[src/design/nau_pkg.sv]
// Shared types, constants and arithmetic helpers for the activation unit.
package nau_pkg;

  localparam int FRAC_BITS = 12;
  localparam int DATA_W    = 16;
  localparam int E_W       = 13;   // exp value, at most 1.0
  localparam int Q_W       = 13;   // divider quotient bits
  localparam int NUM_W     = 26;   // divider dividend width
  localparam int DEN_W     = 14;   // divider divisor width
  localparam int CFG_IDX_W = 3;
  localparam int CFG_DAT_W = 15;
  localparam int LEAK_W    = 13;
  localparam int ALPHA_W   = 15;

  localparam logic [E_W-1:0] ONE = E_W'(1 << FRAC_BITS);

  typedef enum logic [2:0] {
    FN_SIGMOID = 3'd0,
    FN_TANH    = 3'd1,
    FN_RELU    = 3'd2,
    FN_IDENT   = 3'd3,
    FN_LEAKY   = 3'd4,
    FN_SMOOTH  = 3'd5,
    FN_ELU     = 3'd6
  } func_t;

  typedef enum logic [CFG_IDX_W-1:0] {
    REG_FUNC  = 3'd0,
    REG_DERIV = 3'd1,
    REG_LEAK  = 3'd2,
    REG_ALPHA = 3'd3
  } reg_idx_t;

  // round half away from zero of p / 2^sh
  function automatic logic signed [47:0] rnd_shift(input logic signed [47:0] p,
                                                   input int sh);
    logic signed [47:0] mag;
    logic signed [47:0] r;
    mag = p[47] ? -p : p;
    r   = (mag + (48'sd1 <<< (sh - 1))) >>> sh;
    return p[47] ? -r : r;
  endfunction

  // truncating unsigned quotient by shift and subtract, table build only
  function automatic longint unsigned udiv_u64(input longint unsigned n,
                                               input longint unsigned dv);
    longint unsigned q;
    longint unsigned rem;
    q   = '0;
    rem = '0;
    for (int b = 63; b >= 0; b--) begin
      rem = {rem[62:0], n[b]};
      if (rem >= dv) begin
        rem  = rem - dv;
        q[b] = 1'b1;
      end
    end
    return q;
  endfunction

  // exp(-8*idx/2^seg_log) in Q12, built from a Q30 Taylor series of one step
  function automatic logic [E_W-1:0] exp_rom_entry(input int seg_log, input int idx);
    longint unsigned t;
    longint unsigned term;
    longint r;
    longint v;
    logic [E_W-1:0] e;
    t    = 64'd1 << (33 - seg_log);
    term = 64'd1 << 30;
    r    = 64'sd1 <<< 30;
    v    = 64'sd1 <<< 30;
    e    = ONE;
    for (int k = 1; k <= 24; k++) begin
      term = udiv_u64((term * t) >> 30, 64'(k));
      if (k % 2 == 1) begin
        r = r - longint'(term);
      end else begin
        r = r + longint'(term);
      end
    end
    for (int i = 1; i <= idx; i++) begin
      v = (v * r + (64'sd1 <<< 29)) >>> 30;
      e = E_W'((v + (64'sd1 <<< (29 - FRAC_BITS))) >>> (30 - FRAC_BITS));
    end
    return e;
  endfunction

endpackage

[src/design/nau_div.sv]
// Pipelined restoring divider, one quotient bit per stage, with sideband.
module nau_div #(
  parameter int SIDE_W = 29
) (
  input  logic                        clk,
  input  logic                        rst_n,
  input  logic                        en,
  input  logic                        in_valid,
  input  logic [nau_pkg::NUM_W-1:0]   in_num,
  input  logic [nau_pkg::DEN_W-1:0]   in_den,
  input  logic [SIDE_W-1:0]           in_side,
  output logic                        out_valid,
  output logic [nau_pkg::Q_W-1:0]     out_quo,
  output logic [SIDE_W-1:0]           out_side
);

  localparam int QW = nau_pkg::Q_W;
  localparam int NW = nau_pkg::NUM_W;
  localparam int DW = nau_pkg::DEN_W;

  logic          vld_r  [QW];
  logic [NW-1:0] rem_r  [QW];
  logic [DW-1:0] den_r  [QW];
  logic [QW-1:0] quo_r  [QW];
  logic [SIDE_W-1:0] side_r [QW];

  for (genvar j = 0; j < QW; j++) begin : g_stage
    localparam int SH = QW - 1 - j;
    logic          vld_in;
    logic [NW-1:0] rem_in;
    logic [DW-1:0] den_in;
    logic [QW-1:0] quo_in;
    logic [SIDE_W-1:0] side_in;
    logic [NW:0]   trial;
    logic [NW-1:0] rem_nxt;
    logic [QW-1:0] quo_nxt;

    if (j == 0) begin : g_first
      assign vld_in  = in_valid;
      assign rem_in  = in_num;
      assign den_in  = in_den;
      assign quo_in  = '0;
      assign side_in = in_side;
    end else begin : g_next
      assign vld_in  = vld_r[j-1];
      assign rem_in  = rem_r[j-1];
      assign den_in  = den_r[j-1];
      assign quo_in  = quo_r[j-1];
      assign side_in = side_r[j-1];
    end

    always_comb begin
      trial   = {1'b0, rem_in} - ((NW+1)'(den_in) << SH);
      rem_nxt = trial[NW] ? rem_in : trial[NW-1:0];
      quo_nxt = quo_in;
      quo_nxt[SH] = ~trial[NW];
    end

    always_ff @(posedge clk) begin
      if (!rst_n) begin
        vld_r[j] <= 1'b0;
      end else if (en) begin
        vld_r[j] <= vld_in;
      end
    end

    always_ff @(posedge clk) begin
      if (en) begin
        rem_r[j]  <= rem_nxt;
        den_r[j]  <= den_in;
        quo_r[j]  <= quo_nxt;
        side_r[j] <= side_in;
      end
    end
  end

  assign out_valid = vld_r[QW-1];
  assign out_quo   = quo_r[QW-1];
  assign out_side  = side_r[QW-1];

endmodule

[config.mk]
export PLATFORM = sky130hd
export DESIGN_NAME = nau_div
export DESIGN_NICKNAME = d
export VERILOG_FILES = /design/src/design/nau_pkg.sv /design/src/design/nau_div.sv
export SDC_FILE = /design/constraint.sdc
export NUM_CORES = 1
export LEC_CHECK = 0
export ABC_AREA = 0
export CORE_ASPECT_RATIO = 1.2
export CORE_MARGIN = 3
export CORE_UTILIZATION = 64
export DETAILED_ROUTE_END_ITERATION = 10
export DONT_BUFFER_PORTS = 1
export HOLD_SLACK_MARGIN = 0.05
export PLACE_DENSITY = 0.8
export RECOVER_POWER = 25
export SLEW_MARGIN = 15
export SYNTH_ARGS = -nofsm -noshare
export SYNTH_HDL_FRONTEND = slang
export SYNTH_SLANG_ARGS = --single-unit
[constraint.sdc]
create_clock -name clk -period 3.8 [get_ports clk]
set_input_delay 0.38 -clock clk [delete_from_list [all_inputs] [get_ports clk]]
set_output_delay 0.38 -clock clk [all_outputs]
set_load 0.01 [all_outputs]
# Word-level counts from Yosys, hierarchy flattened
# Memory sizes are Yosys's and may differ from the RTL's.
# Cells that the tools add are included.
word_totals:
  in_bits: 73
  ramBits: 1079
  regBits: 0
  mem_count: 5
  output_inout_bits: 43
classes:
  n_mux: 31
  n_addsub: 13
  n_bitwise: 26
memory_table:
  columns: ["memory", "words", "word_bits", "read_ports", "rd_clocked_by_memory_dff", "write_ports", "line_no", "source"]
  rows:
  - ["side_r", 13, 29, 13, 0, 13, "nau_div.sv:25", "logic [SIDE_W-1:0] side_r [QW];"]
  - ["rem_r", 13, 26, 12, 0, 13, "nau_div.sv:22", "logic [NW-1:0] rem_r [QW];"]
  - ["den_r", 13, 14, 12, 0, 13, "nau_div.sv:23", "logic [DW-1:0] den_r [QW];"]
  - ["quo_r", 13, 13, 13, 0, 13, "nau_div.sv:24", "logic [QW-1:0] quo_r [QW];"]
  - ["vld_r", 13, 1, 13, 0, 13, "nau_div.sv:21", "logic vld_r [QW];"]
ops:
  columns: ["cell", "count"]
  rows:
  - ["$mux 26", 13]
  - ["$sub 26x14->27", 1]
  - ["$sub 26x15->27", 1]
  - ["$sub 26x16->27", 1]
  - ["$sub 26x17->27", 1]
  - ["$sub 26x18->27", 1]
  - ["$sub 26x19->27", 1]
  - ["$sub 26x20->27", 1]
  - ["$sub 26x21->27", 1]
  - ["$sub 26x22->27", 1]
  - ["$sub 26x23->27", 1]
  - ["$sub 26x24->27", 1]
  - ["$sub 26x25->27", 1]
  - ["$sub 26x26->27", 1]
  - ["$mux 1", 18]
  - ["$not 1->1", 13]
  - ["$or 1x1->1", 13]

# Longest topological paths before layout
# Gate-level depths: netlist (run 1).
logic_depth:
  word_depth: 4
  mapped_depth: 14

# Least setup slack after synthesis (run 1)
# No wires, ideal clock.
synth_path:
  kind: "reg-to-reg"
  from: "memory rem_r[0][186] (netlist bit)"
  to: "memory rem_r[1][10] (netlist bit), data pin"
  path_stages_with_launch: 15
  n_path_buf: 2
  arrival_ps: 2825
  setup_ps: 260
  path_slack_ps: 714
  synth_period_minus_slack_ps: 3086
  path_cell_list: "edfxtp_1 -> inv_1 -> ha_1 -> inv_1 -> fa_1 -> a211o_1 -> a211oi_1 -> o31ai_1 -> a311oi_1 -> and2_1 -> buf_2 -> inv_1 -> buf_2 -> nor2_1 -> a21oi_1"
synth_lines:
  columns: ["item", "line_no"]
  rows:
  - ["from (decl)", "nau_div.sv:22"]

==> summary.md, run 1 <==
| Metric | Value |
|---|---|
| Power Dens Cells | `683 nW/um^2` |
| IO Pins | `116` |
| Yosys reg bits | `between 900 and 1000` |
| # setup viols final | `0` |
| Cell Rows | `100` |
| Commonest non-fill, non-tap cells in the layout | `960 x edfxtp_1, 231 x inv_1, 181 x ha_1, 168 x nor2_1, 167 x a21oi_1` |
| Worst-Skew Late Latency | `650 ps` |
| Initial DRC count | `1380` |
| Cell variety after synth | `76` |
| Max stage delay on crit path | `450 ps` |
| CP dominant cell by count | `inv_1` |
| DPL Wire Length | `~45 mm` |
| Area Overhead vs Synth | `12.0%` |
| Clock sink count | `961` |
| Comb power frac | `23.5%` |
| RSZ-0062 raised after global routing | `false` |
| Fillers | `3761` |
| Pleak | `approximately 17 nW` |
| Worst slew pin tran | `1480 ps` |
| Status | `finished clean` |
| Iteration count of the initial detailed-routing pass | `5` |
| Async SR Flop Fraction | `0%` |
| Prevailing post-synth register cell | `edfxtp_1` |
| Critical Setup Path Class | `reg -> reg` |
| Setup tns final | `0 ps` |
| Register share of total power | `between 40% and 50%` |
| Core footprint | `62300 sq um` |
| CP Max Fanout | `23` |
| Post-CTS Setup Repair Bufs | `0` |
| WHS Path Cells | `2` |
| Nets@finish | `3174` |
| CP cell instances | `inv_1, ha_1, inv_1, fa_1, a21o_1, a21oi_2, nor2b_1, o311a_1, a22oi_1, nand3_1, buf_4, mux2_2` |
| Startpoint Class | `flop` |
| DR top layer | `met4` |
| DP Worst Slack | `~400 ps` |
| Power Internal | `22.1 mW` |
| Mean post-synth cell area | `around 15 sq um` |
| Die X | `~240 um` |
| Reg2Reg Depth | `12` |
| CTS tree | `yes` |
| Longest Clk Path Bufs | `3` |
| Share of cells above drive strength 1 | `7.38%` |
| Synthesis Warnings | `0` |
| Synth Instances | `2748` |
| Crit end category | `flop` |
| Total track usage | `21.9%` |
| IO buf count | `0` |
| First-pass GRT wire length | `115 mm` |
| DRT met1 WL | `25.8 mm` |
| Hold Crit Class | `in -> reg` |
| Wirelength, routed | `slightly above 70 mm` |
| Met3 wire length | `2.43 mm` |
| Critical path data required time | `4170 ps` |
| Tot Pwr | `31.0 mW` |
| Cts bufs inserted | `90` |
| Final Core Density | `72.7%` |
| Vias per inst | `between 5 and 6` |
| Setup ws final | `~150 ps` |
| Largest net degree at the start of global routing | `963` |
| Worst hold endpoint | `rem_r[0][13]$_DFFE_PP_` |
| Final worst-path cycle share | `96.1%` |
| Antenna-violating nets left | `0` |
| Clock skew | `32.4 ps` |
| Vias | `22000` |
| Post-synthesis sequential area ratio | `a little under three quarters` |
| H-Tree Depth | `3` |
| Die Span Y | `281 um` |
| Worst r2r src | `rem_r[0][86]$_DFFE_PP_` |
| Clk pwr share | `a little under 30%` |
| Sw Share | `28.6%` |
| Syn_nets | `3014` |
| Die footprint | `66300 sq um` |
| Clock slew at reported path FFs | `60 ps` |
| Tmin final | `around 3700 ps` |
| Cell area after synthesis | `a little over 40000 sq um` |
| RR Endpoint | `rem_r[0][118]$_DFFE_PP_` |
| Hold path startpoint | `in_den[1]` |
| Initial Utilization | `between 60% and 70%` |
| Crit path DAT | `roughly 4000 ps` |
| Max-Cap Viols | `0` |
| Initial antenna violation count | `1` |
| EDFF count, synth | `960` |
| Gpl congestion | `0.877` |
| Global route total overflow | `0` |
| Max Clk Rate | `0.274 GHz` |
| Wire per inst | `around 19 um` |
| Root buffer cell | `clkbuf_16` |
| Final-report hold violation count | `0` |
| Post-route DRC | `0` |
| Highest ir drop seen on vdd | `approximately 0.00046 V` |
| Commonest non-fill, non-tap cell in the layout | `edfxtp_1` |
| Met2 WL | `between 40 and 50 mm` |
| Vias in the first global route | `roughly 23000` |
| Psw | `8.87 mW` |
| Flop2flop setup slack | `around 150 ps` |
| Max Slew Vio Count | `0` |
| Worst rel slew slack | `1.17%` |
| Critical Path Slowest Stage Cell | `o311a_1` |
[synth_stat cells, types with 12 or more instances]
master    instances  area, sq um
a211oi_1         15          113
a21o_1           52          390
a21oi_1         168          841
a31oi_1          15         93.8
and3_1           21          131
clkbuf_1         26         97.6
edfxtp_1        960        28800
fa_1             12          240
ha_1            181         2260
inv_1           231          867
mux2_2           44          495
nand2_1         161          604
nand2b_1         32          200
nand3_1          25          125
nor2_1          168          631
nor2b_1          26          163
nor3_1           58          290
nor4_1           18          113
o21a_1           46          345
o21ai_0         145          726
o21bai_1         13         97.6
o31ai_1          12         90.1
or3_1            13         81.3
xnor2_1          88          771
xor2_1           79          692
[metal layers]
layer,up-vias,global-route usage [%]
li1,10500,-
met1,10700,22.7
met2,542,43.7
met3,179,3.08
met4,0,9.46
met5,-,0
[critical path: cells and delay by family (launching register included)]
family | cells | cell delay, ps
mux | 1 | 290
compound gates | 4 | 1230
fa+ha+maj | 2 | 630
simple gates | 2 | 350
buf+inv | 3 | 470
flops | 1 | 410
[timing repair]
action,4_1_cts,5_1_grt
hold buffers,71,1
resized for setup,0,2
endpoints found under the setup margin,0,6
hold endpoints to repair,356,23
[layout make-up]
| cell class | count | area [sq um] | area share [%] |
|---|---|---|---|
| diodes | 1 | 2.50 | 0.00552 |
| clock buffers | 112 | 2370 | 5.22 |
| clock inverters | 52 | 594 | 1.31 |
| inverters | 232 | 871 | 1.92 |
| multi-input cells | 1520 | 10600 | 23.3 |
| flip-flops and latches | 961 | 28800 | 63.7 |
| well taps | 816 | 1020 | 2.25 |
| repair buffers | 103 | 1030 | 2.28 |
[stage by stage]
stage | hold slack, ps | area [sq um] | std cells
after global routing | 84.2 | 45300 | 3797
after floorplan | 400 | 40500 | 2748
final | 97.6 | 45300 | 3797
after CTS | -144 | 45200 | 3791
after detailed placement | 405 | 41500 | 3556
after global placement | 400 | 41500 | 3556
[registers in the layout, indices dropped and copies added, names as in the netlist]
signal,cells
side_r,377
rem_r,312
den_r,168
quo_r,91
vld_r,13
[worst max-delay path by stage]
stage	from	to	slack, ps
detailed placement	rem_r[0][186]$_DFFE_PP_	rem_r[1][9]$_DFFE_PP_	400
floorplan	rem_r[0][186]$_DFFE_PP_	rem_r[1][10]$_DFFE_PP_	710
CTS	rem_r[0][86]$_DFFE_PP_	rem_r[0][122]$_DFFE_PP_	160
global route	rem_r[0][86]$_DFFE_PP_	rem_r[0][118]$_DFFE_PP_	30
global placement	rem_r[0][186]$_DFFE_PP_	rem_r[1][4]$_DFFE_PP_	470
finish	rem_r[0][86]$_DFFE_PP_	rem_r[0][118]$_DFFE_PP_	150
[power groups by stage]
stage	sequential (mW)	clock, mW	combinational [mW]
after floorplan	14.4	0	5.47
after global placement	14.8	0	6.55
after detailed placement	14.8	0	6.85
after CTS	14.6	9.19	7.00
after global routing	14.8	9.62	8.15
final	14.7	9.01	7.29
[kinds of logic after synthesis]
| logic type | Yosys count | synth area share (%) |
|---|---|---|
| buf+inv | 267 | 2.55 |
| simple gates | 576 | 6.80 |
| flops | 961 | 71.3 |
| xor+xnor | 167 | 3.62 |
| compound gates | 537 | 8.22 |
| fa+ha+maj | 193 | 6.19 |
| mux | 47 | 1.31 |
Note: power is estimated with default switching activity, not from simulation.
==> inputs of run 2 (changes only) <==
--- a/config.mk
+++ b/config.mk
@@ -6,13 +6,13 @@
 export NUM_CORES = 1
 export LEC_CHECK = 0
 export ABC_AREA = 0
+export BUFFER_PORTS_ARGS = -buffer_cell sky130_fd_sc_hd__buf_2
 export CORE_ASPECT_RATIO = 1.2
 export CORE_MARGIN = 3
-export CORE_UTILIZATION = 64
+export CORE_UTILIZATION = 62
 export DETAILED_ROUTE_END_ITERATION = 10
-export DONT_BUFFER_PORTS = 1
 export HOLD_SLACK_MARGIN = 0.05
-export PLACE_DENSITY = 0.8
+export PLACE_DENSITY = 0.79
 export RECOVER_POWER = 25
 export SLEW_MARGIN = 15
 export SYNTH_ARGS = -nofsm -noshare
==> summary.md, run 2 (synthesized netlist as in run 1, its figures left out) <==
| Metric | Value |
|---|---|
| Setup tns final | `0 ps (unchanged)` |
| DPL Wire Length | `47.1 mm (+4.0%)` |
| Antenna-violating nets left | `0 (unchanged)` |
| Setup ws final | `361 ps (+214 ps)` |
| Worst rel slew slack | `44.0% (+43 points)` |
| IO buf count | `115 (+115)` |
| Vias | `22200 (+0.98%)` |
| Crit path DAT | `3830 ps (-190 ps)` |
| Highest ir drop seen on vdd | `0.000434 V (-6.4%)` |
| Vias in the first global route | `23700 (+3.4%)` |
| Largest register FFs | `377 (unchanged)` |
| Final worst-path cycle share | `90.5% (-5.6 points)` |
| DP Worst Slack | `473 ps (+76.2 ps)` |
| Fillers | `4044 (+7.5%)` |
| Initial Utilization | `63.3% (-1.7 points)` |
| Clock sink count | `961 (unchanged)` |
| Worst Setup SP | `rem_r[0][111]$_DFFE_PP_` |
| Top Registers | `side_r: 377 flops, rem_r: 312 flops, den_r: 168 flops` |
| Hold Crit Class | `in -> reg` |
| First-pass GRT wire length | `114 mm (-1.5%)` |
| RSZ-0062 raised after global routing | `false` |
| Multi-input logic area | `10600 sq um (about the same)` |
| Share of cells above drive strength 1 | `10.7% (+3.3 points)` |
| Power Dens Cells | `667 nW/um^2 (-2.4%)` |
| Iteration count of the initial detailed-routing pass | `7 (+2)` |
| Cts bufs inserted | `91 (+1.1%)` |
| Worst-Skew Late Latency | `650 ps (about the same)` |
| Critical path data required time | `4190 ps (+20 ps)` |
| Global route total overflow | `0 (unchanged)` |
| Cell Rows | `101 (+1.0%)` |
| Initial antenna violation count | `0 (-1)` |
| Hold slack | `89.8 ps (-7.75 ps)` |
| Vias per inst | `5.68 (-1.9%)` |
| Initial DRC count | `1265 (-8.3%)` |
| Clock slew at reported path FFs | `60 ps (about the same)` |
| Pleak | `17.3 nW (+2.0%)` |
| Commonest non-fill, non-tap cell in the layout | `edfxtp_1` |
| Commonest non-fill, non-tap cells in the layout | `960 x edfxtp_1, 231 x inv_1, 181 x ha_1, 168 x nor2_1, 168 x a21oi_1` |
| Max-Cap Viols | `0 (unchanged)` |
| Cell Area, Placed | `42300 sq um (+2.0%)` |
| Clock skew | `40.3 ps (+7.88 ps)` |
| Crit end category | `flop` |
| Tmin final | `3440 ps (-214 ps)` |
| Die footprint | `68400 sq um (+3.2%)` |
| Post-CTS Setup Repair Bufs | `0 (unchanged)` |
| IO Pins | `116 (unchanged)` |
| Status | `finished clean` |
| Worst r2r src | `rem_r[0][111]$_DFFE_PP_` |
| Root buffer cell | `clkbuf_16` |
| Register area | `28800 sq um (unchanged)` |
| CP Max Fanout | `4 (-83%)` |
| Final Cell Area | `45700 sq um (+0.88%)` |
| Die X | `239 um (+1.6%)` |
| H-Tree Depth | `3 (unchanged)` |
| Core footprint | `63900 sq um (+2.6%)` |
| CTS tree | `yes` |
| Number of diodes | `0 (-1)` |
| Worst slew pin tran | `839 ps (-643 ps)` |
| Startpoint Class | `flop` |
| Wirelength, routed | `69.8 mm (-4.0%)` |
| Total track usage | `20.9% (-1.0 points)` |
| Hold path startpoint | `in_num[18]` |
| Wire per inst | `17.8 um (-6.7%)` |
| Critical Setup Path Class | `reg -> reg` |
| Final-report hold violation count | `0 (unchanged)` |
| Die Span Y | `286 um (+1.6%)` |
| Post-route DRC | `0 (unchanged)` |
| Top reg by flops | `side_r` |
| Longest Clk Path Bufs | `3 (unchanged)` |
| Largest net degree at the start of global routing | `115 (-88%)` |
| Gpl congestion | `0.926 (+5.7%)` |
| Area Overhead vs Synth | `13.0%` |
| Max Slew Vio Count | `0 (unchanged)` |
| Max Clk Rate | `0.291 GHz (+6.2%)` |
| # setup viols final | `0 (unchanged)` |
| Nets@finish | `3286 (+3.5%)` |
==> run 2: path summary, 6_finish.rpt <==
kind	depth (start not counted)	to	slack, ps
setup / recovery	13	rem_r[0][155]$_DFFE_PP_	360
hold reg to reg	0	side_r[1][27]$_DFFE_PP_	410
hold / removal	2	rem_r[0][18]$_DFFE_PP_	90
setup reg to reg	13	rem_r[0][155]$_DFFE_PP_	360
==> run 2: through the flow <==
stage / total power, mW / instances / util, %
after floorplan: 19.9 / 2748 / -
after global placement: 21.6 / 3694 / 66.2
after detailed placement: 22.0 / 3694 / 66.2
after CTS: 30.7 / 3908 / 71.5
after global routing: 32.1 / 3908 / 71.5
final: 30.5 / 3908 / 71.5
==> run 2: final cells by class <==
class / count / share of cell area [%]
sequential: 961 / 63.1
multi-input combinational: 1520 / 23.1
clock buffer: 105 / 5.10
timing repair buffer: 214 / 3.40
tap: 824 / 2.26
inverter: 232 / 1.91
clock inverter: 52 / 1.09
==> run 2: critical path, cell delays in order, from the launching register on <==
cell and delay, ps:
edfxtp_1 360, inv_1 80, ha_1 140, inv_1 60, fa_1 400, a21o_1 200, a21oi_1 230, o21bai_1 130
o31ai_1 290, buf_4 200, nor3_1 50, o31ai_1 560, a21boi_0 220, a31o_2 250
==> run 2: timing repair <==
action                     in CTS  in global routing
hold buffers                   57                  0
setup endpoints to repair       0                  0
hold endpoints to repair       57                  0
gates resized for setup         0                  0
==> run 2: where the power goes <==
group | internal, mW | switching [mW] | leakage, nW
combinational | 3.24 | 4.10 | 6.63
clock | 4.71 | 3.82 | 1.37
sequential | 13.7 | 0.899 | 9.34
total | 21.7 | 8.82 | 17.3
==> run 2: layer usage <==
layer  vias up  part of all wire (%)  global-route usage (%)
li1      10800                     -                       -
met4         0                   4.3                    10.1
met3       195                   3.2                    2.84
met5         -                     0                       0
met2       460                    58                    41.8
met1     10800                    35                    20.7
==> inputs of run 3 (changes only) <==
--- a/config.mk
+++ b/config.mk
@@ -11,7 +11,7 @@
 export CORE_MARGIN = 3
 export CORE_UTILIZATION = 62
 export DETAILED_ROUTE_END_ITERATION = 10
-export HOLD_SLACK_MARGIN = 0.05
+export HOLD_SLACK_MARGIN = 0.15
 export PLACE_DENSITY = 0.79
 export RECOVER_POWER = 25
 export SLEW_MARGIN = 15
==> summary.md, run 3 (synthesized netlist as in run 1, its figures left out) <==
| Metric | Value |
|---|---|
| Status | `finished clean` |
| Highest ir drop seen on vdd | `0.000435 V (+0.13%)` |
| DP Worst Slack | `473 ps (unchanged)` |
| CTS tree | `yes` |
| First-pass GRT wire length | `114 mm (+0.16%)` |
| Vias per inst | `5.69 (+0.23%)` |
| Comb power frac | `24.1% (about the same)` |
| Worst slew pin tran | `838 ps (-1.90 ps)` |
| Setup tns final | `0 ps (unchanged)` |
| Critical Setup Path Class | `reg -> reg` |
| Post-route DRC | `0 (unchanged)` |
| Longest Clk Path Bufs | `3 (unchanged)` |
| Global route total overflow | `0 (unchanged)` |
| Die footprint | `68400 sq um (unchanged)` |
| Total track usage | `20.9% (+0.045 points)` |
| Hold Crit Class | `in -> reg` |
| Tmin final | `3440 ps (+1.94 ps)` |
| Critical path data required time | `4180 ps (about the same)` |
| Worst-Skew Late Latency | `650 ps (about the same)` |
| Max Clk Rate | `0.291 GHz (about the same)` |
| Iteration count of the initial detailed-routing pass | `5 (-2)` |
| Largest net degree at the start of global routing | `115 (unchanged)` |
| Crit end category | `flop` |
| H-Tree Depth | `3 (unchanged)` |
| Clock sink count | `961 (unchanged)` |
| Crit path DAT | `3820 ps (about the same)` |
| Commonest non-fill, non-tap cells in the layout | `960 x edfxtp_1, 231 x inv_1, 181 x ha_1, 168 x nor2_1, 168 x a21oi_1` |
| Psw | `8.84 mW (+0.23%)` |
| Max Slew Vio Count | `0 (unchanged)` |
| Worst r2r src | `rem_r[0][111]$_DFFE_PP_` |
| GR Util met2 | `41.9% (+0.072 points)` |
| Nets@finish | `3300 (+0.43%)` |
| Met1 Use GR | `20.7% (about the same)` |
| Hold path startpoint | `en` |
| Area Overhead vs Synth | `13.3%` |
| Clk pwr share | `28.0% (about the same)` |
| Fillers | `4016 (-0.69%)` |
| Setup ws final | `360 ps (-1.94 ps)` |
| Number of diodes | `0 (unchanged)` |
| Vias in the first global route | `23700 (+0.22%)` |
| Power Dens Cells | `665 nW/um^2 (-0.21%)` |
| Gpl congestion | `0.926 (unchanged)` |
| Met3 Use GR | `2.85% (+0.0096 points)` |
| Post-CTS Setup Repair Bufs | `0 (unchanged)` |
| Cell Rows | `101 (unchanged)` |
| Clock slew at reported path FFs | `60 ps (about the same)` |
| Share of cells above drive strength 1 | `10.6% (-0.048 points)` |
| Register share of total power | `47.9% (about the same)` |
| Grt peak-use layer | `met2` |
| Startpoint Class | `flop` |
| Power Internal | `21.7 mW (about the same)` |
| Final Core Density | `71.7% (+0.22 points)` |
| IO buf count | `115 (unchanged)` |
| Initial Utilization | `63.3% (unchanged)` |
| Commonest non-fill, non-tap cell in the layout | `edfxtp_1` |
| Max-Cap Viols | `0 (unchanged)` |
| # setup viols final | `0 (unchanged)` |
| Vias | `22300 (+0.59%)` |
| Core footprint | `63900 sq um (unchanged)` |
| Pleak | `17.4 nW (+0.34%)` |
| Worst Setup SP | `rem_r[0][111]$_DFFE_PP_` |
| Die Span Y | `286 um (unchanged)` |
| IO Pins | `116 (unchanged)` |
| Root buffer cell | `clkbuf_16` |
| Wire per inst | `17.9 um (+0.41%)` |
| Clock skew | `37.8 ps (-2.49 ps)` |
| Initial antenna violation count | `0 (unchanged)` |
| Wirelength, routed | `70.3 mm (+0.77%)` |
| Cts bufs inserted | `91 (unchanged)` |
| Die X | `239 um (unchanged)` |
| Register area | `28800 sq um (unchanged)` |
| Multi-input logic area | `10600 sq um (unchanged)` |
| Final-report hold violation count | `0 (unchanged)` |
| DPL Wire Length | `47.1 mm (unchanged)` |
| Antenna-violating nets left | `0 (unchanged)` |
| Top reg by flops | `side_r` |
| RSZ-0062 raised after global routing | `false` |
| Post_cts resized | `0 (unchanged)` |
| Final worst-path cycle share | `90.5% (about the same)` |
| Largest register FFs | `377 (unchanged)` |
| Initial DRC count | `1243 (-1.7%)` |
| Top Registers | `side_r: 377 flops, rem_r: 312 flops, den_r: 168 flops` |
| Sw Share | `29.0% (+0.037 points)` |
| Worst rel slew slack | `44.2% (+0.13 points)` |
| CP Max Fanout | `4 (unchanged)` |
[run 3: worst max-delay path, cell delays in order, from the launching register on]
cell and delay [ps]:
edfxtp_1 360, inv_1 80, ha_1 140, inv_1 60, fa_1 400, a21o_1 200, a21oi_1 230, o21bai_1 130
o31ai_1 290, buf_4 200, nor3_1 50, o31ai_1 570, nor3b_1 350, xor2_1 100
[run 3: layout make-up]
class | count | area share (%)
Inverter | 232 | 1.90
Clock buffer | 105 | 5.08
Timing Repair Buffer | 228 | 3.69
Clock inverter | 52 | 1.09
Multi-Input combinational cell | 1520 | 23.1
Tap cell | 824 | 2.25
Sequential cell | 961 | 62.9
[run 3: power by group through the flow]
stage / registers [mW] / logic, mW / clock network [mW]
2_1_floorplan: 14.4 / 5.47 / 0
3_3_place_gp: 14.8 / 6.86 / 0
3_5_place_dp: 14.8 / 7.18 / 0
4_1_cts: 14.6 / 7.31 / 8.76
5_1_grt: 14.8 / 8.19 / 9.18
6_report: 14.6 / 7.36 / 8.54
[run 3: final timing paths]
kind | cells after the start | endpoint | slack [ps]
worst max-delay path | 13 | rem_r[0][151]$_DFFE_PP_ | 360
worst min-delay path | 1 | side_r[2][13]$_DFFE_PP_ | 270
worst max register to register | 13 | rem_r[0][151]$_DFFE_PP_ | 360
worst min register to register | 0 | side_r[1][27]$_DFFE_PP_ | 410
[run 3: stage by stage]
step / hold slack (ps) / power, mW / std cells / area [sq um]
finish: 272 / 30.5 / 3922 / 45900
global placement: 400 / 21.6 / 3694 / 42300
detailed placement: 405 / 22.0 / 3694 / 42300
CTS: 279 / 30.7 / 3922 / 45900
global route: 312 / 32.1 / 3922 / 45900
floorplan: 400 / 19.9 / 2748 / 40500
[run 3: routing by layer]
metal,share of wire [%],vias to the layer above,routed length [um]
met5,0,-,0
met4,4.3,0,3040
met3,3.4,202,2360
met2,58,517,40500
met1,35,10800,24400
li1,-,10800,-
[run 3: what timing repair did]
action                                  4_1_cts  5_1_grt
endpoints found under the setup margin        0        0
hold buffers                                 71        0
hold endpoints to repair                     71        0
